**config.mk**
```make
export PLATFORM = sky130hd
export DESIGN_NAME = json_string_unescape_utf8
export DESIGN_NICKNAME = d
export VERILOG_FILES = /design/src/sv/jsu_pkg.sv /design/src/sv/jsu_front.sv /design/src/sv/jsu_queue.sv /design/src/sv/jsu_back.sv /design/src/sv/json_string_unescape_utf8.sv
export SDC_FILE = /design/constraint.sdc
export NUM_CORES = 1
export LEC_CHECK = 0
export ABC_AREA = 1
export BUFFER_PORTS_ARGS = -buffer_cell sky130_fd_sc_hd__buf_2
export CAP_MARGIN = 10
export CORE_MARGIN = 10
export CORE_UTILIZATION = 56
export CTS_BUF_LIST = sky130_fd_sc_hd__clkbuf_8
export CTS_CLUSTER_DIAMETER = 200
export DETAILED_ROUTE_END_ITERATION = 10
export PLACE_DENSITY_LB_ADDON = 0.1
export SLEW_MARGIN = 20
export SYNTH_ARGS = -nofsm -noshare
export SYNTH_HDL_FRONTEND = slang
export SYNTH_HIERARCHICAL = 1
export SYNTH_SLANG_ARGS = --single-unit
```
**constraint.sdc**
```tcl
create_clock -name aclk -period 6.6 [get_ports aclk]
set_clock_uncertainty 0.05 [all_clocks]
set_input_delay 0.99 -clock aclk [delete_from_list [all_inputs] [get_ports aclk]]
set_output_delay 0.99 -clock aclk [all_outputs]
set_load 0.005 [all_outputs]
```
**src/sv/jsu_pkg.sv**
```systemverilog
// Shared types for the JSON string unescaper: decode phases, result kinds,
// error codes and the per-byte result bundle passed from front to back.
// No dependencies.
package jsu_pkg;

    typedef enum logic [2:0] {
        PH_IDLE    = 3'd0,
        PH_BODY    = 3'd1,
        PH_ESC     = 3'd2,
        PH_HEXH    = 3'd3,
        PH_WANT_BS = 3'd4,
        PH_WANT_U  = 3'd5,
        PH_HEXL    = 3'd6
    } phase_t;

    typedef enum logic [1:0] {
        KIND_DATA  = 2'd0,
        KIND_DONE  = 2'd1,
        KIND_ERROR = 2'd2
    } kind_t;

    typedef enum logic [2:0] {
        ERR_NONE         = 3'd0,
        ERR_CONTROL      = 3'd1,
        ERR_BAD_ESCAPE   = 3'd2,
        ERR_BAD_HEX      = 3'd3,
        ERR_LONE_LOW     = 3'd4,
        ERR_UNPAIRED     = 3'd5,
        ERR_NUL          = 3'd6,
        ERR_UNTERMINATED = 3'd7
    } err_t;

    // All results caused by one input byte: data bytes, then an optional status.
    typedef struct packed {
        logic [2:0]      n_data;
        logic [3:0][7:0] data;
        logic            has_status;
        kind_t           kind;
        err_t            err;
    } jsu_run_t;

endpackage

```
**src/sv/jsu_front.sv**
```systemverilog
// Front end: accepts string bytes, runs the escape/surrogate decoder and
// builds one result bundle per byte. Depends on jsu_pkg.
module jsu_front (
    input  logic              aclk,
    input  logic              aresetn,
    input  logic              cfg_wr_en,
    input  logic              cfg_wr_data,
    input  logic              s_valid,
    output logic              s_ready,
    input  logic              s_starts_string,
    input  logic [7:0]        s_in_byte,
    input  logic              s_text_ends,
    input  logic              q_full,
    output logic              push,
    output jsu_pkg::jsu_run_t push_run
);
    import jsu_pkg::*;

    localparam logic [7:0] CH_QUOTE = 8'h22;
    localparam logic [7:0] CH_BSL   = 8'h5c;
    localparam logic [7:0] CH_SLASH = 8'h2f;
    localparam logic [7:0] CH_B     = 8'h62;
    localparam logic [7:0] CH_F     = 8'h66;
    localparam logic [7:0] CH_N     = 8'h6e;
    localparam logic [7:0] CH_R     = 8'h72;
    localparam logic [7:0] CH_T     = 8'h74;
    localparam logic [7:0] CH_U     = 8'h75;

    // {invalid, value}
    function automatic logic [4:0] hex_value(input logic [7:0] b);
        logic [4:0] r;
        r = 5'h10;
        if (b >= 8'h30 && b <= 8'h39) r = {1'b0, 4'(b - 8'h30)};
        else if (b >= 8'h61 && b <= 8'h66) r = {1'b0, 4'(b - 8'h57)};
        else if (b >= 8'h41 && b <= 8'h46) r = {1'b0, 4'(b - 8'h37)};
        return r;
    endfunction

    function automatic logic [34:0] utf8_encode(input logic [20:0] c);
        logic [2:0]      n;
        logic [3:0][7:0] d;
        d = '0;
        if (c < 21'h80) begin
            n = 3'd1;
            d[0] = c[7:0];
        end else if (c < 21'h800) begin
            n = 3'd2;
            d[0] = {3'b110, c[10:6]};
            d[1] = {2'b10, c[5:0]};
        end else if (c < 21'h10000) begin
            n = 3'd3;
            d[0] = {4'b1110, c[15:12]};
            d[1] = {2'b10, c[11:6]};
            d[2] = {2'b10, c[5:0]};
        end else begin
            n = 3'd4;
            d[0] = {5'b11110, c[20:18]};
            d[1] = {2'b10, c[17:12]};
            d[2] = {2'b10, c[11:6]};
            d[3] = {2'b10, c[5:0]};
        end
        return {n, d};
    endfunction

    logic            check_only_reg;
    phase_t          phase_reg, phase_next, phase_eff;
    logic [1:0]      cnt_reg, cnt_next, cnt_eff;
    logic [11:0]     acc_reg, acc_next, acc_eff;
    logic [9:0]      hi_reg, hi_next;

    logic            accept;
    logic [4:0]      hv;
    logic [15:0]     code16;
    logic [20:0]     cp;
    logic            do_enc;
    logic [34:0]     enc;
    logic [2:0]      nd;
    logic [3:0][7:0] data;
    logic            active;
    logic            has_status;
    kind_t           kind;
    err_t            err;

    assign s_ready = !q_full;
    assign accept  = s_valid && s_ready;

    assign phase_eff = s_starts_string ? PH_BODY : phase_reg;
    assign cnt_eff   = s_starts_string ? 2'd0 : cnt_reg;
    assign acc_eff   = s_starts_string ? 12'd0 : acc_reg;
    assign hv        = hex_value(s_in_byte);
    assign code16    = {acc_eff, hv[3:0]};

    always_comb begin
        cnt_next   = cnt_eff;
        acc_next   = acc_eff;
        hi_next    = hi_reg;
        nd         = 3'd0;
        data       = '0;
        active     = 1'b1;
        has_status = 1'b0;
        kind       = KIND_DATA;
        err        = ERR_NONE;
        cp         = {5'd0, code16};
        do_enc     = 1'b0;
        case (phase_eff)
            PH_BODY: begin
                if (s_in_byte == CH_QUOTE) begin
                    has_status = 1'b1;
                    kind = KIND_DONE;
                end else if (s_in_byte < 8'h20) begin
                    has_status = 1'b1;
                    kind = KIND_ERROR;
                    err = ERR_CONTROL;
                end else if (s_in_byte != CH_BSL) begin
                    nd = 3'd1;
                    data[0] = s_in_byte;
                end
            end
            PH_ESC: begin
                nd = 3'd1;
                case (s_in_byte)
                    CH_QUOTE: data[0] = CH_QUOTE;
                    CH_BSL:   data[0] = CH_BSL;
                    CH_SLASH: data[0] = CH_SLASH;
                    CH_B:     data[0] = 8'h08;
                    CH_F:     data[0] = 8'h0c;
                    CH_N:     data[0] = 8'h0a;
                    CH_R:     data[0] = 8'h0d;
                    CH_T:     data[0] = 8'h09;
                    CH_U: begin
                        nd = 3'd0;
                        cnt_next = 2'd0;
                        acc_next = 12'd0;
                    end
                    default: begin
                        nd = 3'd0;
                        has_status = 1'b1;
                        kind = KIND_ERROR;
                        err = ERR_BAD_ESCAPE;
                    end
                endcase
            end
            PH_HEXH, PH_HEXL: begin
                if (hv[4]) begin
                    has_status = 1'b1;
                    kind = KIND_ERROR;
                    err = ERR_BAD_HEX;
                end else if (cnt_eff != 2'd3) begin
                    acc_next = {acc_eff[7:0], hv[3:0]};
                    cnt_next = cnt_eff + 2'd1;
                end else begin
                    cnt_next = 2'd0;
                    acc_next = 12'd0;
                    if (phase_eff == PH_HEXH) begin
                        if (code16[15:10] == 6'b110110) begin
                            hi_next = code16[9:0];
                        end else if (code16[15:10] == 6'b110111) begin
                            has_status = 1'b1;
                            kind = KIND_ERROR;
                            err = ERR_LONE_LOW;
                        end else if (code16 == 16'd0) begin
                            has_status = 1'b1;
                            kind = KIND_ERROR;
                            err = ERR_NUL;
                        end else begin
                            do_enc = 1'b1;
                        end
                    end else begin
                        if (code16[15:10] == 6'b110111) begin
                            cp = {11'({1'b0, hi_reg}) + 11'd64, code16[9:0]};
                            do_enc = 1'b1;
                        end else begin
                            has_status = 1'b1;
                            kind = KIND_ERROR;
                            err = ERR_UNPAIRED;
                        end
                    end
                end
            end
            PH_WANT_BS: begin
                if (s_in_byte != CH_BSL) begin
                    has_status = 1'b1;
                    kind = KIND_ERROR;
                    err = ERR_UNPAIRED;
                end
            end
            PH_WANT_U: begin
                if (s_in_byte == CH_U) begin
                    cnt_next = 2'd0;
                    acc_next = 12'd0;
                end else begin
                    has_status = 1'b1;
                    kind = KIND_ERROR;
                    err = ERR_UNPAIRED;
                end
            end
            default: begin
                active = 1'b0;
            end
        endcase
        enc = utf8_encode(cp);
        if (do_enc) begin
            nd = enc[34:32];
            data = enc[31:0];
        end
        if (active && !has_status && s_text_ends) begin
            has_status = 1'b1;
            kind = KIND_ERROR;
            err = ERR_UNTERMINATED;
            nd = 3'd0;
        end
        if (has_status) begin
            cnt_next = 2'd0;
        end
        if (check_only_reg) begin
            nd = 3'd0;
        end
    end

    always_comb begin
        phase_next = phase_eff;
        if (has_status) begin
            phase_next = PH_IDLE;
        end else begin
            case (phase_eff)
                PH_BODY: begin
                    if (s_in_byte == CH_BSL) phase_next = PH_ESC;
                end
                PH_ESC: begin
                    phase_next = (s_in_byte == CH_U) ? PH_HEXH : PH_BODY;
                end
                PH_HEXH: begin
                    if (cnt_eff == 2'd3) begin
                        phase_next = (code16[15:10] == 6'b110110) ? PH_WANT_BS : PH_BODY;
                    end
                end
                PH_WANT_BS: begin
                    phase_next = PH_WANT_U;
                end
                PH_WANT_U: begin
                    phase_next = PH_HEXL;
                end
                PH_HEXL: begin
                    if (cnt_eff == 2'd3) phase_next = PH_BODY;
                end
                default: begin
                    phase_next = PH_IDLE;
                end
            endcase
        end
    end

    always_comb begin
        push_run.n_data     = nd;
        push_run.data       = data;
        push_run.has_status = has_status;
        push_run.kind       = kind;
        push_run.err        = err;
        push = accept && (has_status || nd != 3'd0);
    end

    always_ff @(posedge aclk) begin
        if (!aresetn) begin
            check_only_reg <= 1'b0;
            phase_reg      <= PH_IDLE;
            cnt_reg        <= 2'd0;
            acc_reg        <= 12'd0;
            hi_reg         <= 10'd0;
        end else begin
            if (cfg_wr_en) begin
                check_only_reg <= cfg_wr_data;
            end
            if (accept) begin
                phase_reg <= phase_next;
                cnt_reg   <= cnt_next;
                acc_reg   <= acc_next;
                hi_reg    <= hi_next;
            end
        end
    end

    a_push_has_room: assert property (@(posedge aclk) disable iff (!aresetn)
        push |-> !q_full)
        else $error("front pushed into a full queue");

    a_status_ends_string: assert property (@(posedge aclk) disable iff (!aresetn)
        (accept && has_status) |=> phase_reg == PH_IDLE)
        else $error("decoder not idle after done or error");

    a_check_only_no_data: assert property (@(posedge aclk) disable iff (!aresetn)
        (push && check_only_reg) |-> push_run.n_data == 3'd0)
        else $error("data request built in check-only mode");

endmodule

```
**src/sv/jsu_queue.sv**
```systemverilog
// Short register queue carrying result bundles from front to back.
// Generic width and depth; no package dependency.
module jsu_queue #(
    parameter int WIDTH = 8,
    parameter int DEPTH = 2
) (
    input  logic             aclk,
    input  logic             aresetn,
    input  logic             push,
    input  logic [WIDTH-1:0] push_data,
    output logic             full,
    input  logic             pop,
    output logic             not_empty,
    output logic [WIDTH-1:0] head
);
    localparam int PW = (DEPTH > 1) ? $clog2(DEPTH) : 1;
    localparam int CW = $clog2(DEPTH + 1);

    logic [WIDTH-1:0] mem_reg [DEPTH];
    logic [PW-1:0]    wr_ptr_reg, rd_ptr_reg;
    logic [CW-1:0]    count_reg, count_next;

    assign full      = (count_reg == CW'(DEPTH));
    assign not_empty = (count_reg != '0);
    assign head      = mem_reg[rd_ptr_reg];

    always_comb begin
        count_next = count_reg;
        if (push && !pop) count_next = count_reg + CW'(1);
        else if (pop && !push) count_next = count_reg - CW'(1);
    end

    always_ff @(posedge aclk) begin
        if (!aresetn) begin
            wr_ptr_reg <= '0;
            rd_ptr_reg <= '0;
            count_reg  <= '0;
        end else begin
            count_reg <= count_next;
            if (push) begin
                wr_ptr_reg <= (wr_ptr_reg == PW'(DEPTH - 1)) ? '0 : wr_ptr_reg + PW'(1);
            end
            if (pop) begin
                rd_ptr_reg <= (rd_ptr_reg == PW'(DEPTH - 1)) ? '0 : rd_ptr_reg + PW'(1);
            end
        end
    end

    always_ff @(posedge aclk) begin
        if (push) begin
            mem_reg[wr_ptr_reg] <= push_data;
        end
    end

    a_count_bound: assert property (@(posedge aclk) disable iff (!aresetn)
        count_reg <= CW'(DEPTH))
        else $error("queue count above depth");

    a_pop_not_empty: assert property (@(posedge aclk) disable iff (!aresetn)
        pop |-> not_empty)
        else $error("pop from empty queue");

    a_no_overflow: assert property (@(posedge aclk) disable iff (!aresetn)
        push |-> (!full || pop))
        else $error("push into full queue");

endmodule

```
**src/sv/jsu_back.sv**
```systemverilog
// Back end: walks the queue's head bundle one result per cycle, unless m_ready stalls,
// into the output register, popping it after its last result. Depends on jsu_pkg.
module jsu_back (
    input  logic              aclk,
    input  logic              aresetn,
    input  logic              q_not_empty,
    input  jsu_pkg::jsu_run_t q_head,
    output logic              pop,
    output logic              m_valid,
    input  logic              m_ready,
    output logic [7:0]        m_out_byte,
    output logic [1:0]        m_kind,
    output logic [2:0]        m_error_code,
    output logic              m_last_of_run
);
    import jsu_pkg::*;

    logic       valid_reg;
    logic [7:0] byte_reg, byte_next;
    kind_t      kind_reg, kind_next;
    err_t       err_reg, err_next;
    logic       last_reg, last_next;
    logic [1:0] idx_reg;
    logic [2:0] total;
    logic       load;

    assign load  = q_not_empty && (!valid_reg || m_ready);
    assign total = q_head.n_data + {2'd0, q_head.has_status};

    always_comb begin
        last_next = ({1'b0, idx_reg} + 3'd1) == total;
        if ({1'b0, idx_reg} < q_head.n_data) begin
            byte_next = q_head.data[idx_reg];
            kind_next = KIND_DATA;
            err_next  = ERR_NONE;
        end else begin
            byte_next = 8'd0;
            kind_next = q_head.kind;
            err_next  = q_head.err;
        end
        pop = load && last_next;
    end

    always_ff @(posedge aclk) begin
        if (!aresetn) begin
            valid_reg <= 1'b0;
            idx_reg   <= 2'd0;
        end else begin
            if (load) begin
                valid_reg <= 1'b1;
                idx_reg   <= last_next ? 2'd0 : idx_reg + 2'd1;
            end else if (m_ready) begin
                valid_reg <= 1'b0;
            end
        end
    end

    always_ff @(posedge aclk) begin
        if (load) begin
            byte_reg <= byte_next;
            kind_reg <= kind_next;
            err_reg  <= err_next;
            last_reg <= last_next;
        end
    end

    assign m_valid       = valid_reg;
    assign m_out_byte    = byte_reg;
    assign m_kind        = kind_reg;
    assign m_error_code  = err_reg;
    assign m_last_of_run = last_reg;

    a_status_is_last: assert property (@(posedge aclk) disable iff (!aresetn)
        (m_valid && m_kind != KIND_DATA) |-> m_last_of_run)
        else $error("status result not last of its run");

    a_data_no_error: assert property (@(posedge aclk) disable iff (!aresetn)
        (m_valid && m_kind == KIND_DATA) |-> m_error_code == ERR_NONE)
        else $error("data result carries an error code");

    a_idx_reset_on_pop: assert property (@(posedge aclk) disable iff (!aresetn)
        pop |=> idx_reg == 2'd0)
        else $error("result index not rewound after pop");

endmodule

```
**src/sv/json_string_unescape_utf8.sv**
```systemverilog
// Top level of the JSON string unescaper with UTF-8 encoding.
// Instantiates jsu_front, jsu_queue and jsu_back; depends on jsu_pkg.
//
//   channel | ports                         | direction | per request
//   s_      | s_valid/s_ready + 3 fields    | in        | one string byte
//   m_      | m_valid/m_ready + 4 fields    | out       | one result (data/done/error)
//   cfg_    | cfg_wr_en, cfg_wr_data        | in        | check_only write
//
// One input byte is taken per cycle while the queue is not full; a byte that yields n
// results gives n output results in order, data bytes first, then any status.
// The decoder is combinational on the input; results cross a QUEUE_DEPTH-entry
// bundle queue to the output register, so input stalls only when it is full.
// Reset (aresetn low, synchronous) empties the queue and returns to idle.
module json_string_unescape_utf8 #(
    parameter int QUEUE_DEPTH = 2
) (
    input  logic       aclk,
    input  logic       aresetn,
    input  logic       cfg_wr_en,
    input  logic       cfg_wr_data,
    input  logic       s_valid,
    output logic       s_ready,
    input  logic       s_starts_string,
    input  logic [7:0] s_in_byte,
    input  logic       s_text_ends,
    output logic       m_valid,
    input  logic       m_ready,
    output logic [7:0] m_out_byte,
    output logic [1:0] m_kind,
    output logic [2:0] m_error_code,
    output logic       m_last_of_run
);
    import jsu_pkg::*;

    localparam int RW = $bits(jsu_run_t);

    logic     q_full, q_not_empty, push, pop;
    jsu_run_t push_run, head_run;
    logic [RW-1:0] head_bits;

    assign head_run = jsu_run_t'(head_bits);

    jsu_front u_front (
        .aclk            (aclk),
        .aresetn         (aresetn),
        .cfg_wr_en       (cfg_wr_en),
        .cfg_wr_data     (cfg_wr_data),
        .s_valid         (s_valid),
        .s_ready         (s_ready),
        .s_starts_string (s_starts_string),
        .s_in_byte       (s_in_byte),
        .s_text_ends     (s_text_ends),
        .q_full          (q_full),
        .push            (push),
        .push_run        (push_run)
    );

    jsu_queue #(
        .WIDTH (RW),
        .DEPTH (QUEUE_DEPTH)
    ) u_queue (
        .aclk      (aclk),
        .aresetn   (aresetn),
        .push      (push),
        .push_data (RW'(push_run)),
        .full      (q_full),
        .pop       (pop),
        .not_empty (q_not_empty),
        .head      (head_bits)
    );

    jsu_back u_back (
        .aclk          (aclk),
        .aresetn       (aresetn),
        .q_not_empty   (q_not_empty),
        .q_head        (head_run),
        .pop           (pop),
        .m_valid       (m_valid),
        .m_ready       (m_ready),
        .m_out_byte    (m_out_byte),
        .m_kind        (m_kind),
        .m_error_code  (m_error_code),
        .m_last_of_run (m_last_of_run)
    );

endmodule
```
==> metrics.md <==
| Metric | Value |
|---|---|
| Pins Over Slew Limit | 0 |
| ANT nets after route | 0 |
| Synth Area in Simple Gates | 24.8% |
| Crit path DAT | 4350 ps |
| Routability cong. | 0.926 |
| Vias in the first global route | 5,822 |
| Async S/R FF share, synth | 0% |
| Total chip power | 2.60 mW |
| Clock root cell | clkbuf_8 |
| Post-Syn Area | 7800 µm² |
| Switching part of the total | 33.7% |
| Share of layout cells above drive strength 1 | 21.2% |
| Post-Synth XOR/XNOR Area | 0.337% |
| Largest family of logic cells by synthesized area | simple AND/OR/NAND/NOR gates |
| # clock sinks | 132 |
| Wire per inst | 18.7 µm |
| Placed insts | 1,034 |
| Number of synthesized flops with an enable pin | 96 |
| Tmin final | 4270 ps |
| Leak pwr | 3.63 nW |
| Worst-path clk slew | 70 ps |
| Die Area | 19,000 µm² |
| CTS Hold Buffers Added | 0 |
| Yosys warnings | 6 |
| Clock Power Share | 27.3% |
| Fillers | 1,222 |
| Worst hold slack | 432 ps |
| Sequential share of power | 42.5% |
| Cells after synthesis | 843 |
| Via Count | 5,947 |
| NetSw | 0.876 mW |
| Initial DRT Pass Iterations | 5 |
| Largest net degree at the start of global routing | 42 |
| Residual DRC | 0 |
| Logic pwr share | 30.2% |
| Outcome | finished clean |
| Finished layout cell area | 8390 µm² |
| Internal power | 1.72 mW |
| CTS tree | built |
| Sum Neg Setup Slack | 0 ps |
| Drt first-iter violations | 480 |
| Worst skew pair latency | 440 ps |
| Final Core Density | 60.9% |
| Post-synthesis mux area share | 7.85% |
| Initial antenna violation count | 0 |
| Worst EP required | 6680 ps |
| Final HPWL DP | 15.0 mm |
| Worst Tran Pin Value | 894 ps |
| Synth Area in Adders | 1.77% |
| Syn Area/Cell | 9.25 µm² |
| Hold Crit Class | reg2reg |
| RSZ-0062 raised after global routing | false |
| Grt total ovfl | 0 |
| Vias per cell | 5.58 |
| Place WS | 1890 ps |
| Post-CTS Setup Bufs | 0 |
| Multi-input logic area | 3520 µm² |
| Relative slew slack | 40.3% |
| Inserted Diodes | 0 |
| Period Utilization, post-route | 64.7% |
| H-tree depth | 4 |
| Max Fclk | 234 MHz |
| CTS Buffer Depth | 2 |
| Sequential Area | 3600 µm² |
| # port buffers | 31 |
| Chip Width | 138 µm |
| Core ar. | 13,800 µm² |
| Setup CP Type | in2reg |
| Most used DFF post-synth | edfxtp_1 |
| Top-level I/O count | 32 |
| Finish-stage setup viols | 0 |
| Initial Util | 56.6% |
| Peak VDD IR | 0.141 mV |
| FF+latch count, synth | 132 |
| Area after DPL | 7980 µm² |
| Area delta synth->final | 7.62% |
| Final Worst Setup Slack | 2330 ps |
| Critical Path Fanout Max | 25 |
| CP endpoint kind | register |
| DIE HEIGHT | 138 µm |
| Critical Path Source Type | input port |
| Final Hold Vio Count | 0 |
| Max-cap violations | 0 |
| Post-Layout Cell Count | 1,066 |
| # resized after CTS | 0 |
| Max reg flops | 82 |
| Synth Area in Compound Gates | 10.2% |
| Tot GR Track Use | 20.4% |
| Rows | 43 |
| Cell area power density | 310 nW/µm² |
| Count of cell types in the netlist | 57 |
| Sequential area share after synthesis | 46.2% |
| TritonCTS Buffers | 17 |
| First-pass GRT wire length | 31.7 mm |
| Final nets | 900 |
| Routed wire length | 19.9 mm |
cell usage in the layout, fill, tap and decap left out, types with 7 or more instances in the layout:
master | netlist | layout
buf_2 | 3 | 31
nor3_1 | 10 | 10
dfxtp_1 | 36 | 35
ha_1 | 11 | 11
inv_1 | 99 | 99
mux2_4 | 40 | 40
nand3_2 | 7 | 7
clkbuf_8 | 0 | 17
o21ai_1 | 17 | 17
nor2_2 | 11 | 11
edfxtp_1 | 96 | 96
nand2_4 | 9 | 9
nand4_1 | 19 | 19
nor2_1 | 96 | 95
o21ai_0 | 47 | 47
nand2_2 | 10 | 10
a21oi_1 | 39 | 39
inv_2 | 13 | 13
nand2_1 | 140 | 140
nand3_1 | 48 | 48
Yosys cell counts, types with 3 or more instances:
| cell | n | share of area, % |
|---|---|---|
| a21oi_1 | 39 | 2.5 |
| nand2_1 | 140 | 6.7 |
| nand3_1 | 48 | 3.1 |
| mux2_4 | 40 | 7.7 |
| o21ai_1 | 17 | 1.1 |
| inv_4 | 3 | 0.24 |
| inv_1 | 99 | 4.8 |
| clkbuf_1 | 8 | 0.39 |
| o211ai_1 | 5 | 0.48 |
| dfxtp_1 | 36 | 9.2 |
| nand2_2 | 10 | 0.80 |
| a21oi_2 | 4 | 0.45 |
| nand3_2 | 7 | 0.90 |
| buf_2 | 3 | 0.19 |
| nand3b_1 | 5 | 0.48 |
| nor2_8 | 3 | 0.77 |
| nor2_4 | 4 | 0.58 |
| buf_4 | 6 | 0.58 |
| nor2_2 | 11 | 0.88 |
| nand4_1 | 19 | 1.5 |
| a31oi_1 | 5 | 0.40 |
| buf_12 | 5 | 1.3 |
| nor3_2 | 3 | 0.39 |
| nor3_1 | 10 | 0.64 |
| o221ai_1 | 5 | 0.56 |
| o21ai_0 | 47 | 3.0 |
| inv_2 | 13 | 0.63 |
| nand2_4 | 9 | 1.3 |
| nor2_1 | 96 | 4.6 |
| edfxtp_1 | 96 | 37 |
| ha_1 | 11 | 1.8 |
| nand3_4 | 3 | 0.67 |
layout make-up:
cell class | instances | share of cell area [%]
flip-flops and latches | 132 | 43.0
clock buffers | 17 | 2.79
inverters | 116 | 5.28
clock inverters | 15 | 2.10
well taps | 180 | 2.68
multi-input cells | 571 | 42.0
repair buffers | 35 | 2.21
worst max-delay path: stages:
cell and delay, ps:
buf_2 130, inv_1 100, ha_1 220, inv_1 100, nand2_1 60, nand2_1 70, nand2_2 90, nand2_4 120
nand2_8 110, nand3_2 200, nand4_1 170, nand2_1 90, nand2_1 130, nand4_2 170, nand3_1 140, a21oi_1 340
inv_1 130, nor2_4 580, buf_4 380
layer usage:
metal,share of wire [%],GRT usage (%),wire (µm),vias up
met5,0,0,0,-
met4,2.5,7.99,503,0
met3,4.6,4.01,912,31
met2,49,34.2,9730,157
met1,44,25.4,8760,2842
li1,-,-,-,2917
worst paths after layout:
kind | start | to | slack [ps] | depth (start not counted)
worst min-delay path | u_front/cnt_reg[1] | u_front/cnt_reg[1] | 430 | 2
worst max-delay path | s_in_byte[0] | u_queue/mem_reg[0][1] | 2330 | 19
worst max register to register | u_front/cnt_reg[0] | u_queue/mem_reg[0][1] | 2920 | 12
worst min register to register | u_front/cnt_reg[1] | u_front/cnt_reg[1] | 430 | 2
kinds of logic (layout without fill, tap and decap cells):
family                   Yosys count  in the layout
other                              1              3
buffers and inverters            142            183
flip-flops                       132            132
XOR/XNOR                           3              3
multiplexers                      41             41
adder cells (fa/ha/maj)           11             11
AO/OA/AOI/OAI                    136            136
AND/OR/NAND/NOR                  377            377
power groups by stage:
stage | Sequential (mW) | Combinational [mW] | Clock [mW]
floorplan | 1.10 | 0.623 | 0
global placement | 1.12 | 0.776 | 0
detailed placement | 1.13 | 0.787 | 0
CTS | 1.11 | 0.790 | 0.724
global route | 1.12 | 0.869 | 0.760
finish | 1.11 | 0.785 | 0.709
Note: power is estimated with default switching activity, not from simulation.
